`src/design/cfa_pkg.sv`:
```
package cfa_pkg;

   typedef logic [2:0] opcode_type;
   typedef logic [7:0] owner_type;
   typedef logic [6:0] size_type;
   typedef logic [5:0] index_type;
   typedef logic [5:0] start_type;
   typedef logic [1:0] status_type;
   typedef logic [1:0] rule_type;

   localparam owner_type FREE_MARK = 8'h2E;

   localparam opcode_type OP_FIRST_FIT = 3'd0;
   localparam opcode_type OP_BEST_FIT  = 3'd1;
   localparam opcode_type OP_WORST_FIT = 3'd2;
   localparam opcode_type OP_FREE      = 3'd3;
   localparam opcode_type OP_COMPACT   = 3'd4;
   localparam opcode_type OP_READ      = 3'd5;

   localparam status_type STATUS_DONE    = 2'd0;
   localparam status_type STATUS_NOSPACE = 2'd1;
   localparam status_type STATUS_INVALID = 2'd2;

   localparam rule_type RULE_FIRST = 2'd0;
   localparam rule_type RULE_BEST  = 2'd1;
   localparam rule_type RULE_WORST = 2'd2;

   // Control from the sequencer to the run finder.
   typedef struct packed {
      logic     clear;
      logic     step;
      logic     is_free;
      rule_type rule;
   } run_ctl_type;

   function automatic rule_type rule_of(input opcode_type op);
      rule_type r;
      r = RULE_FIRST;
      unique case (op)
         OP_BEST_FIT:  r = RULE_BEST;
         OP_WORST_FIT: r = RULE_WORST;
         default:      r = RULE_FIRST;
      endcase
      return r;
   endfunction

endpackage

```
`src/design/cfa_chan_if.sv`:
```
interface cfa_req_if;
   logic                   valid;
   logic                   ready;
   cfa_pkg::opcode_type    opcode;
   cfa_pkg::owner_type     owner;
   cfa_pkg::size_type      alloc_size;
   cfa_pkg::index_type     cell_index;

   modport source (output valid, opcode, owner, alloc_size, cell_index, input ready);
   modport sink   (input valid, opcode, owner, alloc_size, cell_index, output ready);
endinterface

interface cfa_rsp_if;
   logic                   valid;
   logic                   ready;
   cfa_pkg::status_type    status;
   cfa_pkg::start_type     alloc_start;
   cfa_pkg::owner_type     cell_owner;

   modport source (output valid, status, alloc_start, cell_owner, input ready);
   modport sink   (input valid, status, alloc_start, cell_owner, output ready);
endinterface

```
`src/design/cfa_pool_mem.sv`:
```
module cfa_pool_mem #(
   parameter int DEPTH = 64,
   localparam int AW = (DEPTH > 1) ? $clog2(DEPTH) : 1
) (
   input  logic                     clock,
   input  logic                     wr_en,
   input  logic [AW-1:0]            wr_addr,
   input  cfa_pkg::owner_type       wr_data,
   input  logic                     rd_en,
   input  logic [AW-1:0]            rd_addr,
   output cfa_pkg::owner_type       rd_data
);
   cfa_pkg::owner_type pool_ff [DEPTH];
   cfa_pkg::owner_type rd_data_ff;

   always_ff @(posedge clock) begin
      if (wr_en) begin
         pool_ff[wr_addr] <= wr_data;
      end
      if (rd_en) begin
         rd_data_ff <= pool_ff[rd_addr];
      end
   end

   assign rd_data = rd_data_ff;
endmodule

```
`src/design/cfa_run_finder.sv`:
```
module cfa_run_finder #(
   parameter int POOL_CELLS = 64,
   localparam int AW = (POOL_CELLS > 1) ? $clog2(POOL_CELLS) : 1,
   localparam int CW = $clog2(POOL_CELLS + 1)
) (
   input  logic                  clock,
   input  logic                  reset,
   input  cfa_pkg::run_ctl_type  ctl,
   input  logic [CW-1:0]         addr,
   input  cfa_pkg::size_type     need,
   output logic                  found,
   output logic [AW-1:0]         best_start
);
   localparam int MW = (CW > 7) ? CW : 7;

   logic [AW-1:0] run_start_ff, run_start_in;
   logic [CW-1:0] run_len_ff, run_len_in;
   logic          found_ff, found_in;
   logic [AW-1:0] best_start_ff, best_start_in;
   logic [CW-1:0] best_len_ff, best_len_in;
   logic          fits;
   logic          better;

   assign fits   = (MW'(run_len_ff) >= MW'(need)) && (run_len_ff != '0);
   assign better = ((ctl.rule == cfa_pkg::RULE_BEST)  && (run_len_ff < best_len_ff)) ||
                   ((ctl.rule == cfa_pkg::RULE_WORST) && (run_len_ff > best_len_ff));

   always_comb begin
      run_start_in  = run_start_ff;
      run_len_in    = run_len_ff;
      found_in      = found_ff;
      best_start_in = best_start_ff;
      best_len_in   = best_len_ff;
      if (ctl.clear) begin
         run_len_in = '0;
         found_in   = 1'b0;
      end else if (ctl.step) begin
         if (ctl.is_free) begin
            if (run_len_ff == '0) begin
               run_start_in = AW'(addr);
            end
            run_len_in = run_len_ff + 1'b1;
         end else begin
            if (fits && (!found_ff || better)) begin
               found_in      = 1'b1;
               best_start_in = run_start_ff;
               best_len_in   = run_len_ff;
            end
            run_len_in = '0;
         end
      end
   end

   always_ff @(posedge clock) begin
      if (reset) begin
         found_ff   <= 1'b0;
         run_len_ff <= '0;
      end else begin
         found_ff   <= found_in;
         run_len_ff <= run_len_in;
      end
   end

   always_ff @(posedge clock) begin
      run_start_ff  <= run_start_in;
      best_start_ff <= best_start_in;
      best_len_ff   <= best_len_in;
   end

   assign found      = found_ff;
   assign best_start = best_start_ff;
endmodule

```
`src/design/contiguous_fit_allocator_unit.sv`:
```
// Contiguous fit allocator: a pool of POOL_CELLS owner cells in one synchronous RAM.
// Requests arrive on req_chan (opcode, owner, alloc_size, cell_index) and each gives
// exactly one response on rsp_chan (status, alloc_start, cell_owner); both channels
// use a valid/ready handshake and a request moves on the edge where both are high.
// One request is worked on at a time; req_chan.ready is high only while the sequencer
// is idle, from the cycle after a response is loaded.
// Work per request, N = POOL_CELLS:
//   first/best/worst fit : scan pass, then one write per cell; no-space status
//                          when no run fits or for a size of zero or above N
//   free owner           : read-modify-write pass
//   compact              : move pass, then free fill of the top
//   read cell            : one read of the cell;  invalid opcode : invalid status
// The pool RAM has a single read port and a single write port, so each pass
// handles one cell per cycle.
// Reset starts a clearing sweep that writes the free marker to every cell; no
// request is taken until it ends.
// The response sits in an output register; while the receiver stalls it holds,
// and the next request is still accepted and worked on. A finished response then
// waits in the sequencer until the output register drains.
module contiguous_fit_allocator_unit #(
   parameter int POOL_CELLS = 64
) (
   input  logic       clock,
   input  logic       reset,
   cfa_req_if.sink    req_chan,
   cfa_rsp_if.source  rsp_chan
);
   localparam int AW = (POOL_CELLS > 1) ? $clog2(POOL_CELLS) : 1;
   localparam int CW = $clog2(POOL_CELLS + 1);
   localparam int MW = (CW > 7) ? CW : 7;

   // Sequencer states.
   localparam logic [3:0] S_CLEAR     = 4'd0;
   localparam logic [3:0] S_IDLE      = 4'd1;
   localparam logic [3:0] S_PASS      = 4'd2;
   localparam logic [3:0] S_DECIDE    = 4'd3;
   localparam logic [3:0] S_WRITE     = 4'd4;
   localparam logic [3:0] S_FILL      = 4'd5;
   localparam logic [3:0] S_READ      = 4'd6;
   localparam logic [3:0] S_READ_WAIT = 4'd7;
   localparam logic [3:0] S_RESP      = 4'd8;

   logic [3:0]            state_ff, state_in;
   logic [CW-1:0]         ptr_ff, ptr_in;          // sweep, issue, write and fill pointer
   logic                  issue_done_ff, issue_done_in;
   logic                  proc_vld_ff, proc_vld_in;
   logic [CW-1:0]         proc_addr_ff, proc_addr_in;
   logic [CW-1:0]         dst_ff, dst_in;          // compact destination
   cfa_pkg::size_type     rem_ff, rem_in;
   cfa_pkg::opcode_type   op_ff, op_in;
   cfa_pkg::owner_type    owner_ff, owner_in;
   cfa_pkg::size_type     size_ff, size_in;
   cfa_pkg::index_type    idx_ff, idx_in;
   cfa_pkg::status_type   res_status_ff, res_status_in;
   cfa_pkg::start_type    res_start_ff, res_start_in;
   cfa_pkg::owner_type    res_cell_ff, res_cell_in;
   logic                  rsp_valid_ff, rsp_valid_in;
   cfa_pkg::status_type   rsp_status_ff, rsp_status_in;
   cfa_pkg::start_type    rsp_start_ff, rsp_start_in;
   cfa_pkg::owner_type    rsp_cell_ff, rsp_cell_in;

   logic                  req_accept;
   logic                  mem_wr_en;
   logic [AW-1:0]         mem_wr_addr;
   cfa_pkg::owner_type    mem_wr_data;
   logic                  mem_rd_en;
   logic [AW-1:0]         mem_rd_addr;
   cfa_pkg::owner_type    mem_rd_data;
   cfa_pkg::run_ctl_type  run_ctl;
   logic                  run_found;
   logic [AW-1:0]         run_best_start;
   logic                  proc_in_pool;
   logic                  idx_in_pool;
   logic                  op_is_alloc;

   cfa_pool_mem #(
      .DEPTH (POOL_CELLS)
   ) u_pool_mem (
      .clock   (clock),
      .wr_en   (mem_wr_en),
      .wr_addr (mem_wr_addr),
      .wr_data (mem_wr_data),
      .rd_en   (mem_rd_en),
      .rd_addr (mem_rd_addr),
      .rd_data (mem_rd_data)
   );

   cfa_run_finder #(
      .POOL_CELLS (POOL_CELLS)
   ) u_run_finder (
      .clock      (clock),
      .reset      (reset),
      .ctl        (run_ctl),
      .addr       (proc_addr_ff),
      .need       (size_ff),
      .found      (run_found),
      .best_start (run_best_start)
   );

   assign req_chan.ready = (state_ff == S_IDLE);
   assign req_accept     = req_chan.valid && req_chan.ready;

   // The pass runs one step beyond the top: that step sees a used cell and closes any
   // run that ends at the top of the pool.
   assign proc_in_pool = (proc_addr_ff < CW'(POOL_CELLS));
   assign idx_in_pool  = (MW'(idx_ff) < MW'(POOL_CELLS));
   assign op_is_alloc  = (op_ff == cfa_pkg::OP_FIRST_FIT) ||
                         (op_ff == cfa_pkg::OP_BEST_FIT)  ||
                         (op_ff == cfa_pkg::OP_WORST_FIT);

   always_comb begin
      state_in      = state_ff;
      ptr_in        = ptr_ff;
      issue_done_in = issue_done_ff;
      proc_vld_in   = 1'b0;
      proc_addr_in  = proc_addr_ff;
      dst_in        = dst_ff;
      rem_in        = rem_ff;
      op_in         = op_ff;
      owner_in      = owner_ff;
      size_in       = size_ff;
      idx_in        = idx_ff;
      res_status_in = res_status_ff;
      res_start_in  = res_start_ff;
      res_cell_in   = res_cell_ff;
      rsp_valid_in  = rsp_valid_ff;
      rsp_status_in = rsp_status_ff;
      rsp_start_in  = rsp_start_ff;
      rsp_cell_in   = rsp_cell_ff;
      mem_wr_en     = 1'b0;
      mem_wr_addr   = AW'(ptr_ff);
      mem_wr_data   = cfa_pkg::FREE_MARK;
      mem_rd_en     = 1'b0;
      mem_rd_addr   = AW'(ptr_ff);
      run_ctl.clear   = 1'b0;
      run_ctl.step    = 1'b0;
      run_ctl.is_free = 1'b0;
      run_ctl.rule    = cfa_pkg::rule_of(op_ff);

      // Drop the response once the receiver takes it.
      if (rsp_valid_ff && rsp_chan.ready) begin
         rsp_valid_in = 1'b0;
      end

      unique case (state_ff)
         S_CLEAR: begin
            mem_wr_en = 1'b1;
            if (ptr_ff == CW'(POOL_CELLS - 1)) begin
               ptr_in   = '0;
               state_in = S_IDLE;
            end else begin
               ptr_in = ptr_ff + 1'b1;
            end
         end

         S_IDLE: begin
            if (req_accept) begin
               op_in         = req_chan.opcode;
               owner_in      = req_chan.owner;
               size_in       = req_chan.alloc_size;
               idx_in        = req_chan.cell_index;
               res_status_in = cfa_pkg::STATUS_DONE;
               res_start_in  = '0;
               res_cell_in   = '0;
               ptr_in        = '0;
               dst_in        = '0;
               issue_done_in = 1'b0;
               unique case (req_chan.opcode)
                  cfa_pkg::OP_FIRST_FIT, cfa_pkg::OP_BEST_FIT, cfa_pkg::OP_WORST_FIT: begin
                     if ((req_chan.alloc_size == '0) ||
                         (MW'(req_chan.alloc_size) > MW'(POOL_CELLS))) begin
                        res_status_in = cfa_pkg::STATUS_NOSPACE;
                        state_in      = S_RESP;
                     end else begin
                        run_ctl.clear = 1'b1;
                        state_in      = S_PASS;
                     end
                  end
                  cfa_pkg::OP_FREE, cfa_pkg::OP_COMPACT: begin
                     state_in = S_PASS;
                  end
                  cfa_pkg::OP_READ: begin
                     state_in = S_READ;
                  end
                  default: begin
                     res_status_in = cfa_pkg::STATUS_INVALID;
                     state_in      = S_RESP;
                  end
               endcase
            end
         end

         S_PASS: begin
            // Issue side: one read a cycle, then the closing step past the top.
            if (!issue_done_ff) begin
               mem_rd_en    = (ptr_ff < CW'(POOL_CELLS));
               mem_rd_addr  = AW'(ptr_ff);
               proc_vld_in  = 1'b1;
               proc_addr_in = ptr_ff;
               if (ptr_ff == CW'(POOL_CELLS)) begin
                  issue_done_in = 1'b1;
               end else begin
                  ptr_in = ptr_ff + 1'b1;
               end
            end
            // Process side: data of the cell read in the previous cycle.
            if (proc_vld_ff) begin
               if (op_is_alloc) begin
                  run_ctl.step    = 1'b1;
                  run_ctl.is_free = proc_in_pool && (mem_rd_data == cfa_pkg::FREE_MARK);
               end else if (op_ff == cfa_pkg::OP_FREE) begin
                  mem_wr_addr = AW'(proc_addr_ff);
                  mem_wr_en   = proc_in_pool && (owner_ff != cfa_pkg::FREE_MARK) &&
                                (mem_rd_data == owner_ff);
               end else begin
                  // Compact: move each used cell to the next destination slot.
                  if (proc_in_pool && (mem_rd_data != cfa_pkg::FREE_MARK)) begin
                     mem_wr_en   = 1'b1;
                     mem_wr_addr = AW'(dst_ff);
                     mem_wr_data = mem_rd_data;
                     dst_in      = dst_ff + 1'b1;
                  end
               end
               if (!proc_in_pool) begin
                  priority if (op_is_alloc) begin
                     state_in = S_DECIDE;
                  end else if (op_ff == cfa_pkg::OP_FREE) begin
                     state_in = S_RESP;
                  end else begin
                     ptr_in   = dst_ff;
                     state_in = S_FILL;
                  end
               end
            end
         end

         S_DECIDE: begin
            if (run_found) begin
               ptr_in       = CW'(run_best_start);
               rem_in       = size_ff;
               res_start_in = 6'(run_best_start);
               state_in     = S_WRITE;
            end else begin
               res_status_in = cfa_pkg::STATUS_NOSPACE;
               state_in      = S_RESP;
            end
         end

         S_WRITE: begin
            mem_wr_en   = 1'b1;
            mem_wr_data = owner_ff;
            ptr_in      = ptr_ff + 1'b1;
            rem_in      = rem_ff - 1'b1;
            if (rem_ff == 7'd1) begin
               state_in = S_RESP;
            end
         end

         S_FILL: begin
            if (ptr_ff == CW'(POOL_CELLS)) begin
               state_in = S_RESP;
            end else begin
               mem_wr_en = 1'b1;
               ptr_in    = ptr_ff + 1'b1;
            end
         end

         S_READ: begin
            mem_rd_en   = idx_in_pool;
            mem_rd_addr = AW'(idx_ff);
            state_in    = S_READ_WAIT;
         end

         S_READ_WAIT: begin
            res_cell_in = idx_in_pool ? mem_rd_data : cfa_pkg::FREE_MARK;
            state_in    = S_RESP;
         end

         S_RESP: begin
            // Hold here until the output register is free.
            if (!rsp_valid_ff || rsp_chan.ready) begin
               rsp_valid_in  = 1'b1;
               rsp_status_in = res_status_ff;
               rsp_start_in  = res_start_ff;
               rsp_cell_in   = res_cell_ff;
               state_in      = S_IDLE;
            end
         end

         default: begin
            state_in = S_IDLE;
         end
      endcase
   end

   always_ff @(posedge clock) begin
      if (reset) begin
         state_ff      <= S_CLEAR;
         ptr_ff        <= '0;
         issue_done_ff <= 1'b0;
         proc_vld_ff   <= 1'b0;
         dst_ff        <= '0;
         rem_ff        <= '0;
         op_ff         <= cfa_pkg::OP_FIRST_FIT;
         rsp_valid_ff  <= 1'b0;
      end else begin
         state_ff      <= state_in;
         ptr_ff        <= ptr_in;
         issue_done_ff <= issue_done_in;
         proc_vld_ff   <= proc_vld_in;
         dst_ff        <= dst_in;
         rem_ff        <= rem_in;
         op_ff         <= op_in;
         rsp_valid_ff  <= rsp_valid_in;
      end
   end

   always_ff @(posedge clock) begin
      proc_addr_ff  <= proc_addr_in;
      owner_ff      <= owner_in;
      size_ff       <= size_in;
      idx_ff        <= idx_in;
      res_status_ff <= res_status_in;
      res_start_ff  <= res_start_in;
      res_cell_ff   <= res_cell_in;
      rsp_status_ff <= rsp_status_in;
      rsp_start_ff  <= rsp_start_in;
      rsp_cell_ff   <= rsp_cell_in;
   end

   assign rsp_chan.valid       = rsp_valid_ff;
   assign rsp_chan.status      = rsp_status_ff;
   assign rsp_chan.alloc_start = rsp_start_ff;
   assign rsp_chan.cell_owner  = rsp_cell_ff;
endmodule

```
`src/flat_wrapper.sv`:
```
// flat-port wrapper written by rule: the top's interface ports become plain ports
module contiguous_fit_allocator_unit_flat 
#(
   parameter int POOL_CELLS = 64
)
  (clock, reset, req_chan_valid, req_chan_opcode, req_chan_owner, req_chan_alloc_size, req_chan_cell_index, req_chan_ready, rsp_chan_valid, rsp_chan_status, rsp_chan_alloc_start, rsp_chan_cell_owner, rsp_chan_ready);
  cfa_req_if req_chan_i ();
  cfa_rsp_if rsp_chan_i ();
  input  logic clock;
  input  logic reset;
  input wire logic [$bits(req_chan_i.valid)-1:0] req_chan_valid;
  input wire logic [$bits(req_chan_i.opcode)-1:0] req_chan_opcode;
  input wire logic [$bits(req_chan_i.owner)-1:0] req_chan_owner;
  input wire logic [$bits(req_chan_i.alloc_size)-1:0] req_chan_alloc_size;
  input wire logic [$bits(req_chan_i.cell_index)-1:0] req_chan_cell_index;
  output wire logic [$bits(req_chan_i.ready)-1:0] req_chan_ready;
  output wire logic [$bits(rsp_chan_i.valid)-1:0] rsp_chan_valid;
  output wire logic [$bits(rsp_chan_i.status)-1:0] rsp_chan_status;
  output wire logic [$bits(rsp_chan_i.alloc_start)-1:0] rsp_chan_alloc_start;
  output wire logic [$bits(rsp_chan_i.cell_owner)-1:0] rsp_chan_cell_owner;
  input wire logic [$bits(rsp_chan_i.ready)-1:0] rsp_chan_ready;
  assign req_chan_i.valid = req_chan_valid;
  assign req_chan_i.opcode = req_chan_opcode;
  assign req_chan_i.owner = req_chan_owner;
  assign req_chan_i.alloc_size = req_chan_alloc_size;
  assign req_chan_i.cell_index = req_chan_cell_index;
  assign req_chan_ready = req_chan_i.ready;
  assign rsp_chan_valid = rsp_chan_i.valid;
  assign rsp_chan_status = rsp_chan_i.status;
  assign rsp_chan_alloc_start = rsp_chan_i.alloc_start;
  assign rsp_chan_cell_owner = rsp_chan_i.cell_owner;
  assign rsp_chan_i.ready = rsp_chan_ready;
  contiguous_fit_allocator_unit #(.POOL_CELLS(POOL_CELLS)) u_core (.clock(clock), .reset(reset), .req_chan(req_chan_i), .rsp_chan(rsp_chan_i));
endmodule
```
`config.mk`:
```
export PLATFORM = sky130hd
export DESIGN_NAME = contiguous_fit_allocator_unit_flat
export DESIGN_NICKNAME = d
export VERILOG_FILES = /design/src/design/cfa_pkg.sv /design/src/design/cfa_chan_if.sv /design/src/design/cfa_pool_mem.sv /design/src/design/cfa_run_finder.sv /design/src/design/contiguous_fit_allocator_unit.sv /design/src/flat_wrapper.sv
export SDC_FILE = /design/constraint.sdc
export NUM_CORES = 1
export LEC_CHECK = 0
export BUFFER_PORTS_ARGS = -buffer_cell sky130_fd_sc_hd__buf_2
export CORE_ASPECT_RATIO = 1.2
export CORE_MARGIN = 5
export CORE_UTILIZATION = 45
export CTS_CLUSTER_SIZE = 40
export DETAILED_ROUTE_END_ITERATION = 10
export PLACE_DENSITY = 0.61
export RECOVER_POWER = 100
export SYNTH_ARGS = -nofsm -noshare
export SYNTH_HDL_FRONTEND = slang
export SYNTH_HIERARCHICAL = 1
export SYNTH_SLANG_ARGS = --single-unit
```
`constraint.sdc`:
```
create_clock -name clock -period 11.2 [get_ports clock]
set_input_delay 0 -clock clock [delete_from_list [all_inputs] [get_ports clock]]
set_output_delay 0 -clock clock [all_outputs]
set_load 0.02 [all_outputs]
```
==> impl_metrics.yaml, run 1 <==
layout:
  postLayoutCellArea_mm2: 0.02959
  fillers: 4765
  fin_util: 0.5079
  syn2layout_area_growth_pct: 12.24
  nNetsFinal: 1689
  seqCellArea_mm2: 0.01877
  drive_gt1_frac: 0.1682
  multi_input_area_mm2: 0.006988
  layoutNonFillerInstCount: 2430
  antennaDiodeCount: 0
synth:
  synth_nets: 1601
  syn_area_mm2: 0.02636
  yosysMostFrequentCell: "edfxtp_1"
  synth.top_cell.area_share: 0.6823
  synth_seq_cells: 638
  synth_common_cells: "edfxtp_1 (599), nor2_1 (130), mux4_2 (124), nand2_1 (65), o21ai_0 (48)"
  synth_area_leader_cell: "edfxtp_1"
  synth_cell_types: 84
  synth-edff-count: 599
  yosysSeqAreaShare: 0.7119
  synthArstFlopShare: 0
  synth-main-ff-cell: "edfxtp_1"
  yosys_warnings: 6
  syn_area_per_cell_um2: 16.99
  synth_area_leaders: "edfxtp_1 (68%), mux4_2 (11%), dfxtp_1 (3.0%)"
  synthCells: 1552
clock_tree:
  cts_inserted_buffers: 66
  clkSinkCount: 638
  cts_tree: "yes"
  clk_path_buf_depth: 3
  h-tree-depth: 3
  clkTransAtPathRegs_ns: 0.06
  clockRootBuffer: "clkbuf_16"
  clock_latency_ns: 0.59
detailed_routing:
  m1WireLength_mm: 24.80
  vias: 14611
  post_drt_wl_per_cell_um: 26.31
  wl_met2_mm: 32.36
  wl_met3_mm: 4.143
  firstDrtPassIters: 9
  antenna_left: 0
  dr.max_layer_used: "met4"
  drt_iter0_markers: 1350
  drc_errors: 0
  finalWirelength_mm: 63.94
  routed_via_density: 6.013
pwr:
  vdd_drop_max_mv: 0.1647
  total_power_w: 0.005900
  power.density_mw_per_mm2: 199.4
  power.leakage_nw: 9.153
timing:
  setup_viol: 0
  timing.final.hold_violations: 0
  finalSetupTns_ns: 0
  rsz0062_at_grt: "false"
  slew_violations: 628
  relSlewSlack: -1.316
  tightest_slew_ns: 3.425
  skew_ns: 0.01868
  period_minus_slack_ns: 7.396
  max_clock_freq_mhz: 135.2
  final.period_utilization: 0.6604
placed_design:
  place_area_mm2: 0.02731
  portBuffers: 45
  dp_hpwl_mm: 40.37
  gp_congestion: 0.8628
  dp_cells: 2283
floorplanning:
  start_util: 0.4525
  dieArea_mm2: 0.06354
  pin_count: 46
  rows: 97
  coreArea_mm2: 0.05826
  die_w_um: 231.0
  die_height_um: 275.1
global_route:
  first_global_vias: 14872
  grt_max_degree: 95
  antenna_found_initial: 0
  grt_pass1_wl_mm: 94.81
  grt-ovfl-total: 0
  track_usage: 0.1994
setup_path:
  end_kind: "flop"
  rr_worst_depth: 7
  startpoint_type: "flop"
  arrival_ns: 7.60
  required_ns: 11.41
  critPathKind: "reg -> reg"
  cp_max_fo: 23
status:
  outcome: "finished with violations"
  violations: "capacitance limit, slew limit"
min_path:
  hold_depth: 2
  hold_class: "in -> reg"
run:
  cap_violations: 13
==> per-layer routing <==
metal	global-route usage	vias to the layer above
met2	0.3407	552
met1	0.2493	7485
li1	-	6430
met4	0.08558	0
met5	0	-
met3	0.04046	144
==> state kept, by name, summed over array words and instances, names as in the netlist, 8 cells and up <==
name	cells
u_core/res_cell_ff	8
u_core/rsp_chan.cell_owner	8
u_core/u_pool_mem/pool_ff	512
u_core/u_pool_mem/rd_data	8
u_core/owner_ff	8
==> power by group <==
group	leakage (nW)	total (W)	internal, W	switching [W]
Combinational	2.39	0.00104	0.000451	0.000584
Clock	1.03	0.00217	0.00127	0.000905
Sequential	5.73	0.00269	0.00265	0.0000382
==> stage by stage <==
step | worst slack [ns] | hold WS, ns
final | 3.804 | 0.1232
after global routing | 3.338 | 0.1123
after CTS | 6.075 | 0.08495
after detailed placement | 6.089 | 0.1781
after global placement | 6.179 | 0.1799
after floorplan | 7.491 | 0.07679
==> cells by family (layout without fill, tap and decap cells) <==
kind of cell    count (synthesis)  count (layout)  synth area share
simple gates                  386             386           0.07722
mux                           147             147            0.1148
fa+ha+maj                      21              21          0.009967
flops                         638             638            0.7119
compound gates                231             231           0.05961
buf+inv                       116             252           0.02216
xor+xnor                       13              13          0.004319
==> placed cells by master (no fill, tap or decap), types with 20 or more instances in the layout <==
master and n:
a21oi_1 37, buf_2 20, clkbuf_1 51, clkbuf_16 69, dfxtp_1 39, dlygate4sd3_1 31, edfxtp_1 599, ha_1 21
inv_1 33, mux2i_1 20, mux4_2 124, nand2_1 65, nand3_1 34, nor2_1 130, o21ai_0 46, o22ai_1 25
==> path summary, 6_finish.rpt <==
path	startpoint	end	slack (ns)
min	req_chan_owner[4]	u_core/owner_ff[4]$_DFFE_PP_	0.12
min reg2reg	u_core/res_cell_ff[4]$_SDFFCE_PN0P_	u_core/rsp_chan.cell_owner[4]$_DFFE_PP_	0.41
max	u_core/state_ff[1]$_SDFFE_PP0P_	u_core/u_pool_mem/pool_ff[24][4]$_DFFE_PP_	3.80
max reg2reg	u_core/state_ff[1]$_SDFFE_PP0P_	u_core/u_pool_mem/pool_ff[24][4]$_DFFE_PP_	3.80
==> area by class of cell <==
type | instances | share of cell area
sequential | 638 | 0.6343
multi-input combinational | 798 | 0.2362
clock buffer | 80 | 0.05975
tap | 742 | 0.03138
timing repair buffer | 101 | 0.02190
clock inverter | 36 | 0.01209
inverter | 35 | 0.004440
==> what timing repair did <==
item                      CTS  global route
hold buffers               31             0
setup buffers               0             0
gates resized for setup     0             0
hold endpoints to repair   44             0
==> worst max-delay path, stage by stage, from the launching register on <==
cell and delay, ns:
dfxtp_1 0.76, nor4b_1 2.68, nand3_1 0.76, a22oi_1 0.43, o21ai_0 0.46, or3_1 0.61, or2_0 0.48, nor2_1 0.82
Note: power is estimated with default switching activity, not from simulation.
==> run 2, diff against run 1 <==
==> constraint.sdc (replaced) <==
create_clock -name clock -period 6.95 [get_ports clock]
set_input_delay 0 -clock clock [delete_from_list [all_inputs] [get_ports clock]]
set_output_delay 0 -clock clock [all_outputs]
set_load 0.02 [all_outputs]
==> impl_metrics.yaml, run 2 (synthesis gave the netlist of run 1 again) <==
clock_tree:
  ctsHoldBuffers: 31
  cts_setup_buffers: 0
  clk_path_buf_depth: 3
  clkSinkCount: 638
  cts_resized: 0
  clock_latency_ns: 0.63
  clockRootBuffer: "clkbuf_16"
  clkTransAtPathRegs_ns: 0.06
  cts_inserted_buffers: 60
  h-tree-depth: 2
  cts_tree: "yes"
timing:
  finalSetupTns_ns: 0
  tightest_slew_ns: 3.283
  rsz0062_at_grt: "false"
  timing.final.hold_violations: 0
  skew_ns: 0.03677
  relSlewSlack: -1.189
  final.period_utilization: 0.8131
  period_minus_slack_ns: 5.651
  slew_violations: 363
  setup_viol: 0
  max_clock_freq_mhz: 177.0
global_route:
  grt_pass1_wl_mm: 95.46
  track_usage: 0.2004
  grt-ovfl-total: 0
  grt_max_degree: 65
  first_global_vias: 14862
  antenna_found_initial: 0
setup_path:
  slowest_stage: "clkbuf_1"
  max_stage_delay_ns: 2.24
  r2r-end: "u_core/u_pool_mem/pool_ff[48][0]$_DFFE_PP_"
  cp_num_buf_inv: 1
  end_kind: "flop"
  cp_max_fo: 64
  reg2reg_slack_ns: 1.30
  arrival_ns: 5.59
  startpoint_type: "flop"
  rr_worst_depth: 5
  worstPathCellList: "or4b_1 -> or3_1 -> nor2_1 -> a22o_2 -> clkbuf_1"
  critPathKind: "reg -> reg"
  required_ns: 6.89
  reg2reg_from: "u_core/state_ff[1]$_SDFFE_PP0P_"
  crit_family: "buffers and inverters"
min_path:
  hold_end: "u_core/idx_ff[1]$_DFFE_PP_"
  hold_class: "in -> reg"
  hold_depth: 2
  worstHoldStart: "req_chan_cell_index[1]"
layout:
  largest_register: "u_core/u_pool_mem/pool_ff"
  mostFrequentLayoutCell: "edfxtp_1"
  syn2layout_area_growth_pct: 12.14
  fillers: 4780
  postLayoutCellArea_mm2: 0.02956
  drive_gt1_frac: 0.1707
  largest_register_ffs: 512
  antennaDiodeCount: 0
  mostFrequentLayoutCells: "edfxtp_1 (599), nor2_1 (131), mux4_2 (124), nand2_1 (65), clkbuf_16 (61)"
  layoutNonFillerInstCount: 2429
  nNetsFinal: 1686
detailed_routing:
  firstDrtPassIters: 8
  routed_via_density: 6.018
  antenna_left: 0
  drt_iter0_markers: 1587
  finalWirelength_mm: 63.90
  vias: 14617
  drc_errors: 0
  post_drt_wl_per_cell_um: 26.31
pwr:
  p_switching_w: 0.002456
  power.density_mw_per_mm2: 319.5
  switching_share: 0.2600
  p_seq_frac: 0.459
  vdd_drop_max_mv: 0.1815
  internal_power_w: 0.006989
  clock_power_share: 0.357
  total_power_w: 0.009445
  power.leakage_nw: 9.145
  pwr-share-comb: 0.184
floorplanning:
  dieArea_mm2: 0.06354
  coreArea_mm2: 0.05826
  start_util: 0.4525
  pin_count: 46
  die_height_um: 275.1
  rows: 97
  die_w_um: 231.0
placed_design:
  portBuffers: 45
  dp_cells: 2286
  gp_congestion: 0.9075
  place_area_mm2: 0.02735
  dp_hpwl_mm: 41.75
status:
  violations: "capacitance limit, slew limit"
  outcome: "finished with violations"
run:
  cap_violations: 7
-- run 2: per-stage QoR --
step,hold slack [ns],setup WS (ns),util
finish,0.08746,1.299,0.5075
global placement,0.1805,2.387,0.4694
CTS,0.04623,2.201,0.5097
floorplan,0.07679,3.241,-
detailed placement,0.1782,2.246,0.4694
global route,0.06705,1.021,0.5075
-- run 2: area by class of cell --
type	instances	area, µm²	area share
clock buffer	69	1556	0.05265
clock inverter	43	480.5	0.01625
inverter	35	131.4	0.004444
multi-input combinational	798	7004	0.2369
sequential	638	18770	0.6349
tap	742	928.4	0.03140
timing repair buffer	104	693.2	0.02345
-- run 2: power groups by stage --
stage / registers (W) / logic [W] / clock network [W]
detailed placement: 0.00442 / 0.00174 / 0
global route: 0.00434 / 0.00185 / 0.00361
global placement: 0.00441 / 0.00173 / 0
floorplan: 0.00438 / 0.00129 / 0
finish: 0.00434 / 0.00173 / 0.00337
CTS: 0.00433 / 0.00176 / 0.00345
-- run 2: worst max path at each step --
stage                                           startpoint  slack [ns]                                          to  cells past startpoint
global route               u_core/state_ff[1]$_SDFFE_PP0P_        1.02  u_core/u_pool_mem/pool_ff[56][0]$_DFFE_PP_                      5
finish                     u_core/state_ff[1]$_SDFFE_PP0P_        1.30  u_core/u_pool_mem/pool_ff[48][0]$_DFFE_PP_                      5
global placement    u_core/u_pool_mem/rd_data[4]$_DFFE_PP_        2.39  u_core/u_pool_mem/pool_ff[29][5]$_DFFE_PP_                      8
CTS                 u_core/u_pool_mem/rd_data[4]$_DFFE_PP_        2.20  u_core/u_pool_mem/pool_ff[29][5]$_DFFE_PP_                      8
detailed placement  u_core/u_pool_mem/rd_data[4]$_DFFE_PP_        2.25  u_core/u_pool_mem/pool_ff[29][5]$_DFFE_PP_                      8
floorplan           u_core/u_pool_mem/rd_data[4]$_DFFE_PP_        3.24  u_core/u_pool_mem/pool_ff[28][0]$_DFFE_PP_                     10
-- run 2: routing by layer --
metal	global-route usage	share of wire
met5	0	0
met4	0.07838	0.043
met2	0.3558	0.52
met3	0.03076	0.057
met1	0.2488	0.38
==> run 3, diff against run 2 <==
--- a/config.mk
+++ b/config.mk
@@ -5,13 +5,14 @@
 export SDC_FILE = /design/constraint.sdc
 export NUM_CORES = 1
 export LEC_CHECK = 0
+export ABC_AREA = 1
 export BUFFER_PORTS_ARGS = -buffer_cell sky130_fd_sc_hd__buf_2
 export CORE_ASPECT_RATIO = 1.2
 export CORE_MARGIN = 5
 export CORE_UTILIZATION = 45
 export CTS_CLUSTER_SIZE = 40
 export DETAILED_ROUTE_END_ITERATION = 10
-export PLACE_DENSITY = 0.61
+export PLACE_DENSITY = 0.64
 export RECOVER_POWER = 100
 export SYNTH_ARGS = -nofsm -noshare
 export SYNTH_HDL_FRONTEND = slang
==> constraint.sdc (replaced) <==
create_clock -name clock -period 4.55 [get_ports clock]
set_input_delay 0 -clock clock [delete_from_list [all_inputs] [get_ports clock]]
set_output_delay 0 -clock clock [all_outputs]
set_load 0.02 [all_outputs]
==> impl_metrics.yaml, run 3 <==
placed_design:
  dpl_worst_slack_ns: 0.6192
  portBuffers: 45
  dp_hpwl_mm: 44.94
  dp_cells: 3363
  gp_congestion: 0.9309
layout:
  mostFrequentLayoutCells: "nand2_1 (846), edfxtp_1 (599), nand3_1 (479), nor2_1 (160), inv_1 (135)"
  fillers: 5474
  layoutNonFillerInstCount: 3517
  syn2layout_area_growth_pct: 11.26
  largest_register: "u_core/u_pool_mem/pool_ff"
  mostFrequentLayoutCell: "nand2_1"
  seqCellArea_mm2: 0.01877
  antennaDiodeCount: 0
  drive_gt1_frac: 0.06423
  nNetsFinal: 2704
  multi_input_area_mm2: 0.007674
  largest_register_ffs: 512
floorplanning:
  die_height_um: 282.0
  coreArea_mm2: 0.06094
  die_w_um: 236.6
  start_util: 0.4551
  dieArea_mm2: 0.06672
  pin_count: 46
  rows: 99
min_path:
  hold_class: "in -> reg"
  hold_depth: 2
  hold_end: "u_core/owner_ff[0]$_DFFE_PP_"
  worstHoldStart: "req_chan_owner[0]"
clock_tree:
  clk_path_buf_depth: 3
  clkTransAtPathRegs_ns: 0.06
  clockRootBuffer: "clkbuf_16"
  cts_tree: "yes"
  cts_inserted_buffers: 68
  cts_setup_buffers: 0
  cts_resized: 0
  clkSinkCount: 638
  clock_latency_ns: 0.61
  h-tree-depth: 3
timing:
  skew_ns: 0.03035
  relSlewSlack: -0.2279
  max_clock_freq_mhz: 237.8
  setup_viol: 0
  final.period_utilization: 0.9241
  tightest_slew_ns: 1.842
  slew_violations: 219
  rsz0062_at_grt: "false"
  period_minus_slack_ns: 4.205
  finalSetupTns_ns: 0
  fin_ws_ns: 0.3454
  timing.final.hold_violations: 0
global_route:
  grt-ovfl-total: 0
  first_global_vias: 18978
  grt_pass1_wl_mm: 109.1
  track_usage: 0.2113
  antenna_found_initial: 0
  grt_max_degree: 171
synth:
  synth_compound_area_frac: 0.02323
  syn_area_mm2: 0.02773
  synthArstFlopShare: 0
  synth_area_leader_cell: "edfxtp_1"
  synth-main-ff-cell: "edfxtp_1"
  synthXorXnorAreaFrac: 0.003790
  synth-edff-count: 599
  synthCells: 2596
  synth_area_leaders: "edfxtp_1 (65%), nand2_1 (11%), nand3_1 (8.6%)"
  synth-adder-area-share: 0.009474
  synth_common_cells: "nand2_1 (842), edfxtp_1 (599), nand3_1 (478), nor2_1 (154), inv_1 (131)"
  yosys.area_share.simple: 0.2390
  yosys_warnings: 6
  synth_nets: 2645
  synth.area.mux_share: 0
  synth_top_family_by_area: "simple AND/OR/NAND/NOR gates"
  synth.top_cell.area_share: 0.6486
  yosysSeqAreaShare: 0.6767
  synth_cell_types: 46
  syn_area_per_cell_um2: 10.68
  yosysMostFrequentCell: "nand2_1"
  synth_seq_cells: 638
setup_path:
  rr_worst_depth: 16
  arrival_ns: 4.65
  r2r-end: "u_core/u_pool_mem/rd_data[1]$_DFFE_PP_"
  required_ns: 5.00
  reg2reg_from: "u_core/state_ff[0]$_SDFFE_PP0P_"
  cp_max_fo: 78
  critPathKind: "reg -> reg"
  end_kind: "flop"
  reg2reg_slack_ns: 0.35
  startpoint_type: "flop"
pwr:
  total_power_w: 0.01703
  vdd_drop_max_mv: 0.3969
  power.leakage_nw: 11.34
  power.density_mw_per_mm2: 552.0
detailed_routing:
  drt_iter0_markers: 1961
  drc_errors: 0
  antenna_left: 0
  routed_via_density: 5.493
  vias: 19318
  finalWirelength_mm: 71.83
  post_drt_wl_per_cell_um: 20.42
  firstDrtPassIters: 8
run:
  cap_violations: 4
status:
  violations: "capacitance limit, slew limit"
  outcome: "finished with violations"
## run 3: cell count changes after synthesis, sizes merged, moves of 18 or more
cell	previous run	this run
nand2	66	856
nand3	34	480
mux4	124	0
inv	33	140
buf	43	110
nor2	131	163
clkbuf	37	12
mux2i	20	0
o22ai	25	7
## run 3: how the worst max path moves through the flow
stage / from / end / cells past startpoint
floorplan: u_core/state_ff[1]$_SDFFE_PP0P_ / u_core/u_pool_mem/pool_ff[0][0]$_DFFE_PP_ / 4
global placement: u_core/u_pool_mem/rd_data[4]$_DFFE_PP_ / u_core/u_pool_mem/pool_ff[15][1]$_DFFE_PP_ / 13
detailed placement: u_core/u_pool_mem/rd_data[4]$_DFFE_PP_ / u_core/u_pool_mem/pool_ff[12][1]$_DFFE_PP_ / 13
CTS: u_core/u_pool_mem/rd_data[4]$_DFFE_PP_ / u_core/u_pool_mem/pool_ff[12][6]$_DFFE_PP_ / 13
global route: u_core/state_ff[0]$_SDFFE_PP0P_ / u_core/u_pool_mem/rd_data[1]$_DFFE_PP_ / 16
finish: u_core/state_ff[0]$_SDFFE_PP0P_ / u_core/u_pool_mem/rd_data[1]$_DFFE_PP_ / 16
## run 3: critical path, cell delays in order, from the launching register on
cell and delay, ns:
dfxtp_1 0.38, inv_1 0.05, nand2_1 0.20, inv_1 0.09
nand2_1 0.19, inv_1 0.13, buf_4 0.22, o21ai_4 0.38
clkbuf_2 1.15, nand2_1 0.13, nand3_1 0.16, nand3_1 0.15
nand2_1 0.14, nand2_1 0.08, nand3_1 0.17, nand3_1 0.20
nand2_1 0.17
## run 3: power breakdown
part,switching (W),leakage [nW],internal [W]
logic,0.00366,4.60,0.00130
clock network,0.00224,1.03,0.00294
registers,0.000146,5.71,0.00674
total,0.00605,11.3,0.0110
## run 3: final cells by class
class,count,area share
Clock buffer,82,0.05924
Clock inverter,42,0.008637
Inverter,141,0.01740
Multi-Input combinational cell,1695,0.2487
Sequential cell,638,0.6082
Tap cell,808,0.03276
Timing Repair Buffer,111,0.02502
## run 3: logic make-up after synthesis
kind of cell / after synthesis
AND/OR/NAND/NOR: 1547
adder cells (fa/ha/maj): 21
AO/OA/AOI/OAI: 115
XOR/XNOR: 12
buffers and inverters: 263
flip-flops: 638
## run 3: through the flow
| stage | util | hold slack (ns) | area, µm² |
|---|---|---|---|
| 2_1_floorplan | - | 0.09887 | 27730 |
| 6_report | 0.5063 | 0.1202 | 30860 |
| 5_1_grt | 0.5063 | 0.1150 | 30860 |
| 3_5_place_dp | 0.4698 | 0.1786 | 28630 |
| 3_3_place_gp | 0.4698 | 0.1801 | 28630 |
| 4_1_cts | 0.5091 | 0.09010 | 31020 |
## run 3: what timing repair did
item,4_1_cts,5_1_grt
endpoints found under the setup margin,0,0
hold endpoints to repair,43,0
hold buffers,30,0
## run 3: per-layer routing
layer,wire length (µm),track usage,up-vias
met5,0,0,-
met2,35770,0.3705,788
met1,28510,0.2632,9318
met4,3020,0.09178,0
li1,-,-,9049
met3,4539,0.03052,163
